**src/design/htw_pkg.sv**
```systemverilog
package htw_pkg;

    localparam int SLOT_COUNT = 256;
    localparam int POOL_SIZE  = 32;
    localparam int SLOT_W     = $clog2(SLOT_COUNT);
    localparam int IDX_W      = $clog2(POOL_SIZE);
    localparam int LINK_W     = 6;
    localparam logic [LINK_W-1:0] NIL_LINK = 6'd63;
    localparam int TURNS_W    = 24;
    localparam logic [TURNS_W-1:0] TURNS_MAX = {TURNS_W{1'b1}};
    localparam logic [15:0] TICK_RESET = 16'd20;

    localparam logic [1:0] OP_ADD    = 2'd0;
    localparam logic [1:0] OP_CANCEL = 2'd1;
    localparam logic [1:0] OP_TICK   = 2'd2;

    localparam logic [1:0] KIND_ADDED     = 2'd0;
    localparam logic [1:0] KIND_CANCELLED = 2'd1;
    localparam logic [1:0] KIND_EXPIRED   = 2'd2;
    localparam logic [1:0] KIND_TICK_DONE = 2'd3;

    localparam logic [1:0] ST_OK       = 2'd0;
    localparam logic [1:0] ST_REJECT   = 2'd1;
    localparam logic [1:0] ST_INACTIVE = 2'd2;

    typedef enum logic [3:0] {
        S_IDLE,
        S_DIV,
        S_ADD_HEAD,
        S_ADD_LINK,
        S_CANCEL,
        S_TICK_HEAD,
        S_TICK_VISIT,
        S_TICK_DONE
    } htw_state_t;

    // controller -> datapath
    typedef struct packed {
        logic load;        // latch input word
        logic div_start;
        logic add_read;    // read slot head for add
        logic add_link;    // file entry
        logic cancel_do;
        logic tick_read;   // read current head
        logic tick_visit;  // process entry at cursor
        logic tick_done;   // emit closing result and advance
    } htw_cmd_t;

    // datapath -> controller
    typedef struct packed {
        logic div_done;
        logic cursor_nil;
        logic guard_end;
    } htw_stat_t;

endpackage

```
**src/design/htw_ctrl.sv**
```systemverilog
module htw_ctrl
    import htw_pkg::*;
(
    input  logic       clk,
    input  logic       rst_n,
    input  logic       start,
    input  logic [1:0] op,
    input  htw_stat_t  stat,
    output htw_cmd_t   cmd,
    output logic       busy
);

    htw_state_t state_reg, state_next;

    always_ff @(posedge clk or negedge rst_n)
    begin
        if (!rst_n)
        begin
            state_reg <= S_IDLE;
        end
        else
        begin
            state_reg <= state_next;
        end
    end

    always_comb
    begin
        state_next = state_reg;
        cmd = '0;
        busy = 1'b1;
        case (state_reg)
            S_IDLE:
            begin
                busy = 1'b0;
                if (start)
                begin
                    cmd.load = 1'b1;
                    case (op)
                        OP_ADD:
                        begin
                            cmd.div_start = 1'b1;
                            state_next = S_DIV;
                        end
                        OP_CANCEL: state_next = S_CANCEL;
                        OP_TICK:   state_next = S_TICK_HEAD;
                        default:   state_next = S_IDLE;
                    endcase
                end
            end
            S_DIV:
            begin
                if (stat.div_done)
                begin
                    state_next = S_ADD_HEAD;
                end
            end
            S_ADD_HEAD:
            begin
                cmd.add_read = 1'b1;
                state_next = S_ADD_LINK;
            end
            S_ADD_LINK:
            begin
                cmd.add_link = 1'b1;
                state_next = S_IDLE;
            end
            S_CANCEL:
            begin
                cmd.cancel_do = 1'b1;
                state_next = S_IDLE;
            end
            S_TICK_HEAD:
            begin
                cmd.tick_read = 1'b1;
                state_next = S_TICK_VISIT;
            end
            S_TICK_VISIT:
            begin
                if (stat.cursor_nil || stat.guard_end)
                begin
                    state_next = S_TICK_DONE;
                end
                else
                begin
                    cmd.tick_visit = 1'b1;
                end
            end
            S_TICK_DONE:
            begin
                cmd.tick_done = 1'b1;
                state_next = S_IDLE;
            end
            default: state_next = S_IDLE;
        endcase
    end

endmodule

```
**config.mk**
```make
export PLATFORM = sky130hd
export DESIGN_NAME = htw_ctrl
export DESIGN_NICKNAME = d
export VERILOG_FILES = /design/src/design/htw_pkg.sv /design/src/design/htw_ctrl.sv
export SDC_FILE = /design/constraint.sdc
export NUM_CORES = 1
export LEC_CHECK = 0
export ABC_CLOCK_PERIOD_IN_PS = 2100
export BUFFER_PORTS_ARGS = -buffer_cell sky130_fd_sc_hd__buf_2
export CAP_MARGIN = 20
export CORE_AREA = 10 10 47 49
export CTS_CLUSTER_DIAMETER = 100
export DETAILED_ROUTE_END_ITERATION = 6
export DIE_AREA = 0 0 57 59
export GPL_TIMING_DRIVEN = 0
export SKIP_CTS_REPAIR_TIMING = 1
export SLEW_MARGIN = 20
export SYNTH_ARGS = -nofsm -noshare
export SYNTH_HDL_FRONTEND = slang
export SYNTH_SLANG_ARGS = --single-unit
```
**constraint.sdc**
```tcl
create_clock -name clk -period 2.1 [get_ports clk]
set_input_delay 0.21 -clock clk [delete_from_list [all_inputs] [get_ports clk]]
set_output_delay 0.21 -clock clk [all_outputs]
set_load 0.01 [all_outputs]
```
==> run metrics, run 1 <==
most frequent cell after synthesis=nor2_1; synth unique cells=17; post-synthesis sequential area ratio=0.302; Critical-path top delay cell=dfrtp_1; fin nets=61; vias in the first global route=292; Setup TNS=0 ns; die area=3360 µm²; Final Hold Viols=0; via count=273; die height=59 µm; clock skew=0.000433 ns; Max IR drop VDD=331 µV; WP data arrival=1.29 ns; residual DRC count=0; Setup crit start kind=flip-flop; status=finished, final reports clean; Req. time, crit path=1.89 ns; Worst Path Buf+Inv=1; Starting Density=0.178; post-synth top area share=0.302; max FFs per register=3; CTS buffer count=3; area of the multi-input gates=159 µm²; first-pass GRT wire length=1250 µm; # port buffers=16; final worst path period need=1.50 ns; Fmax achieved=666 MHz; Synth Net Count=39; DIE WIDTH=57 µm; Largest delay share family, worst path=simple AND/OR/NAND/NOR gates; syn_area_per_cell=8.59 µm²; Tcrit/Tclk final=0.715; Clock power frac=0.212; GPL Wtd Cong=0.726; Overflow after GRT=0; final setup violation count=0; Global Route Usage Sum=0.0506; drt total wl=745 µm; #FFs+latches synth=3; Post-synth EDFFs=0; initial antenna violation count=0; ys async rst share=1.00; Critical Path End Type=output pin; I/O Pins=17; WS Path Type=reg2out; Synthesis Warnings=0; clk buf depth=2; Pwr Density=1250 nW/µm²; most area-consuming cells after synthesis=dfrtp_1, ha_1, nor2_1; Sw Share=0.441; HP Class=in2reg; via-per-instance ratio=4.14; DR iter-0 viols=4; # clock sinks=3; ant diodes=0; Synth Instances=29; Lkg Pwr=0.000215 µW; Synth top cells by count=nor2_1, dfrtp_1, inv_1; CTS H-Tree Depth=1; core outline area=1400 µm²; Routed WL per cell=11.3 µm; CP Max Fanout=7; Reg power frac=0.278; largest net degree at the start of global routing=8; share of layout cells above drive strength 1=0.500; worst slack, placed=0.838 ns; Worst-Margin Slew=0.270 ns; Layout area overhead=54.8%; Worst slew margin=0.820; MaxCap Viol Count=0; Yosys top cell by area=dfrtp_1; Post-synth top flop=dfrtp_1; dpl hpwl=616 µm; CTS tree=built; Row Count=14; FF/Latch Area=75.1 µm²; slowest stage delay, CP=0.46 ns; Net Switching=212 µW; Slew Limit Fails=0; setup ws final=0.599 ns; CTS Root Cell=clkbuf_4; cells along the critical path=nor3_2, and3_2, buf_2; clock transition at the registers of the reported paths=0.04 ns; TritonRoute pass-1 iters=4; Mapped Area=249 µm²; filler instances=166; combinational cell fraction of total power=0.510; RSZ-0062 raised after global routing=false; Routed Antenna Nets=0; clk_lat worst skew=0.23 ns; P_int=269 µW
[cells in the final DEF (no fill, tap or decap), drive strengths merged]
| master | n |
|---|---|
| ha | 2 |
| dfrtp | 3 |
| a22o | 1 |
| and2 | 1 |
| or2b | 1 |
| clkbuf | 4 |
| nand2 | 2 |
| dlygate4sd3 | 1 |
| nand2b | 2 |
| and3 | 1 |
| nor3 | 2 |
| o211ai | 1 |
| a31oi | 1 |
| buf | 16 |
| inv | 4 |
| o21ai | 1 |
| nor2 | 6 |
| nor4 | 1 |
[path summary, 6_finish.rpt]
kind | slack, ns | to | startpoint | cells past startpoint
max | 0.60 | cmd[6] | state_reg[2] | 3
min | 0.27 | state_reg[1] | stat[2] | 3
max reg2reg | 1.00 | state_reg[2] | state_reg[2] | 3
min reg2reg | 0.69 | state_reg[2] | state_reg[2] | 1
max in group asynchronous | 1.69 | state_reg[1] | rst_n | 2
min in group asynchronous | 0.30 | state_reg[0] | rst_n | 2
[power groups by stage]
stage | sequential [µW] | combinational, µW | clock [µW]
floorplan | 121 | 169 | 0
global placement | 131 | 245 | 0
detailed placement | 133 | 249 | 0
CTS | 132 | 250 | 108
global route | 139 | 282 | 119
finish | 134 | 246 | 102
[cells by family after synthesis]
logic type,count (synthesis),share of synthesized area
AO/OA/AOI/OAI,4,0.111
AND/OR/NAND/NOR,16,0.427
buffers and inverters,4,0.0603
flip-flops,3,0.301
adder cells (fa/ha/maj),2,0.100
[cell type report]
type | count | share of cell area
multi-input cells | 22 | 0.412
repair buffers | 17 | 0.234
inverters | 4 | 0.0390
flip-flops and latches | 3 | 0.195
clock buffers | 4 | 0.0682
well taps | 16 | 0.0519
[worst reg2reg max path, stage by stage (launching register included)]
cell,delay [ns]
dfrtp_1,0.46
nor3_2,0.27
and2_4,0.18
a22o_1,0.12
[metrics by stage]
stage          cell area, µm²  cells  power [µW]  utilization  hold slack (ns)
2_1_floorplan             249     29         290            -          -0.0856
3_3_place_gp              349     61         376        0.249          0.00561
3_5_place_dp              349     61         382        0.249          0.00746
4_1_cts                   375     65         490        0.268           -0.246
5_1_grt                   385     66         540        0.275            0.298
6_report                  385     66         482        0.275            0.268
[routing by layer]
metal,vias to the layer above,share of wire,wire length (µm),global-route usage
met5,-,0,0,0
met4,0,0.054,40,0.0805
met3,4,0.12,90,0.0258
met2,16,0.38,283,0.0574
met1,113,0.44,330,0.0523
li1,140,-,-,-
Note: power is estimated with default switching activity, not from simulation.
==> run 2: changes to the inputs <==
--- a/config.mk
+++ b/config.mk
@@ -5,7 +5,7 @@
 export SDC_FILE = /design/constraint.sdc
 export NUM_CORES = 1
 export LEC_CHECK = 0
-export ABC_CLOCK_PERIOD_IN_PS = 2100
+export ABC_CLOCK_PERIOD_IN_PS = 1300
 export BUFFER_PORTS_ARGS = -buffer_cell sky130_fd_sc_hd__buf_2
 export CAP_MARGIN = 20
 export CORE_AREA = 10 10 47 49
==> constraint.sdc (replaced) <==
create_clock -name clk -period 1.3 [get_ports clk]
set_input_delay 0.13 -clock clk [delete_from_list [all_inputs] [get_ports clk]]
set_output_delay 0.13 -clock clk [all_outputs]
set_load 0.01 [all_outputs]
==> run 2 against run 1 <==
  * The flow now finishes with violations (setup timing)
  * Largest power group unchanged
  * Critical path depth unchanged
  * Count of clock-buffer cells in the layout unchanged
  * Clock skew about the same
  * Final cell count up 3.0%
  * Register-to-register slack worse by 0.86 ns
  * Global-route usage unchanged
  * Sequential share of layout area down 1.4 points
  * Hold slack worse by 0.087 ns
  * Largest cell class unchanged
  * Die area unchanged
  * Sequential power up 73%
  * Combinational power up 110%
==> run metrics, run 2 (synthesis gave the netlist of run 1 again) <==
RSZ-0062 raised after global routing=true (was false); MaxCap Viol Count=0 (unchanged); Routed Antenna Nets=0 (unchanged); Setup TNS=-0.218 ns (was 0 ns); filler instances=159 (was 166); placed cells=61 (unchanged); met2 Use GR=0.0574 (unchanged); Worst Hold Path Cells=4 (was 3); status=finished, violations left (was finished, final reports clean); cells along the critical path=or2b_4, nor4_4, buf_2 (was nor3_2, and3_2, buf_2); R2R Path Start=state_reg[1] (was state_reg[2]); Overflow after GRT=0 (unchanged); dpl hpwl=616 µm (unchanged); initial antenna violation count=0 (unchanged); CP Max Fanout=5 (was 7); Final Hold Viols=0 (unchanged); Row Count=14 (unchanged); ant diodes=0 (unchanged); max FFs per register=3 (unchanged); Lkg Pwr=0.000229 µW (was 0.000215 µW); Non-Filler Instances=68 (was 66); placed cell areas=349 µm² (unchanged); Worst slew margin=0.866 (was 0.820); CTS buffer count=3 (unchanged); met1 GRT Util=0.0523 (unchanged); Routed WL per cell=11.2 µm (was 11.3 µm); Layout area overhead=74.9% (was 54.8%); I/O Pins=17 (unchanged); Max IR drop VDD=576 µV (was 331 µV); clk buf depth=2 (unchanged); worst slack, placed=0.118 ns (was 0.838 ns); setup ws final=-0.101 ns (was 0.599 ns); fin nets=63 (was 61); FF-to-FF setup slack=0.14 ns (was 1.00 ns); Slew Limit Fails=0 (unchanged); # port buffers=16 (unchanged); clk_lat worst skew=0.23 ns (about the same); die area=3360 µm² (unchanged); residual DRC count=0 (unchanged); Fmax achieved=714 MHz; commonest non-fill, non-tap cells in the layout=buf_2, nor2_1, inv_1, clkbuf_4, dfrtp_2 (was buf_2, nor2_1, inv_1, clkbuf_4, dfrtp_1); TritonRoute pass-1 iters=2 (was 4); core outline area=1400 µm² (unchanged); first-pass GRT wire length=1250 µm (unchanged); WS Path Type=reg2out (unchanged); clock transition at the registers of the reported paths=0.04 ns (about the same); CTS Root Cell=clkbuf_4 (unchanged); Pwr Density=2080 nW/µm² (was 1250 nW/µm²); largest net degree at the start of global routing=8 (unchanged); vias in the first global route=292 (unchanged); final setup violation count=4 (was 0); WP data arrival=1.27 ns (was 1.29 ns); clock skew=0.000519 ns (was 0.000433 ns); Req. time, crit path=1.17 ns (was 1.89 ns); final worst path period need=1.40 ns; HP Class=in2reg (unchanged); Final Cell Area=435 µm² (was 385 µm²); grt met3 use=0.0258 (unchanged); Setup crit start=state_reg[1] (was state_reg[2]); Starting Density=0.178 (unchanged); drt total wl=761 µm (was 745 µm); # clock sinks=3 (unchanged); DIE WIDTH=57 µm (unchanged); Hold Crit Start=stat[2] (unchanged); R2R depth=4 (was 3); Critical-path top delay cell=dfrtp_2 (was dfrtp_1); GPL Wtd Cong=0.726 (unchanged); DR iter-0 viols=1 (was 4); share of layout cells above drive strength 1=0.577 (was 0.500); commonest non-fill, non-tap cell in the layout=buf_2 (unchanged); failing checks=setup timing; Setup crit start kind=flip-flop (unchanged); die height=59 µm (unchanged); Global Route Usage Sum=0.0506 (unchanged); via count=277 (was 273); Critical Path End Type=output pin (unchanged); CTS H-Tree Depth=1 (unchanged); Endpoint, Worst Hold=state_reg[0] (was state_reg[1]); Tcrit/Tclk final=1.08; final core occ=0.311 (was 0.275); via-per-instance ratio=4.07 (was 4.14); slowest stage delay, CP=0.41 ns (was 0.46 ns); r2r endpoint=state_reg[0] (was state_reg[2]); Worst-Margin Slew=0.199 ns (was 0.270 ns); CTS tree=built (unchanged); gr busiest metal=met4 (unchanged)
## run 2: metal layers
layer / routed length, µm / part of all wire
met2: 281 / 0.37
met5: 0 / 0
met1: 346 / 0.45
met4: 40 / 0.053
met3: 92 / 0.12
## run 2: worst max-delay path: cells and delay by family, from the launching register on
family                 cells  cell delay (ns)
AND/OR/NAND/NOR            2             0.45
buffers and inverters      1             0.17
flip-flops                 1             0.41
## run 2: layout make-up
cell class / count / area, µm² / area share
inverters: 4 / 15.0 / 0.0345
well taps: 16 / 20.0 / 0.0460
flip-flops and latches: 3 / 78.8 / 0.181
multi-input cells: 22 / 165 / 0.379
repair buffers: 19 / 130 / 0.299
clock buffers: 4 / 26.3 / 0.0603
## run 2: through the flow
stage / power [µW] / hold slack, ns
6_report: 905 / 0.181
5_1_grt: 1010 / 0.194
4_1_cts: 792 / -0.326
3_5_place_dp: 617 / -0.0725
3_3_place_gp: 607 / -0.0744
2_1_floorplan: 468 / -0.166
## run 2: how the worst max path moves through the flow
| stage | end | cells after the start |
|---|---|---|
| floorplan | state_reg[0] | 3 |
| global placement | cmd[1] | 3 |
| detailed placement | cmd[1] | 3 |
| CTS | cmd[1] | 3 |
| global route | cmd[1] | 3 |
| finish | cmd[1] | 3 |
## run 2: where the power goes
part           internal (µW)  switching [µW]
logic                    266             240
registers                147            85.8
clock network            115            50.8
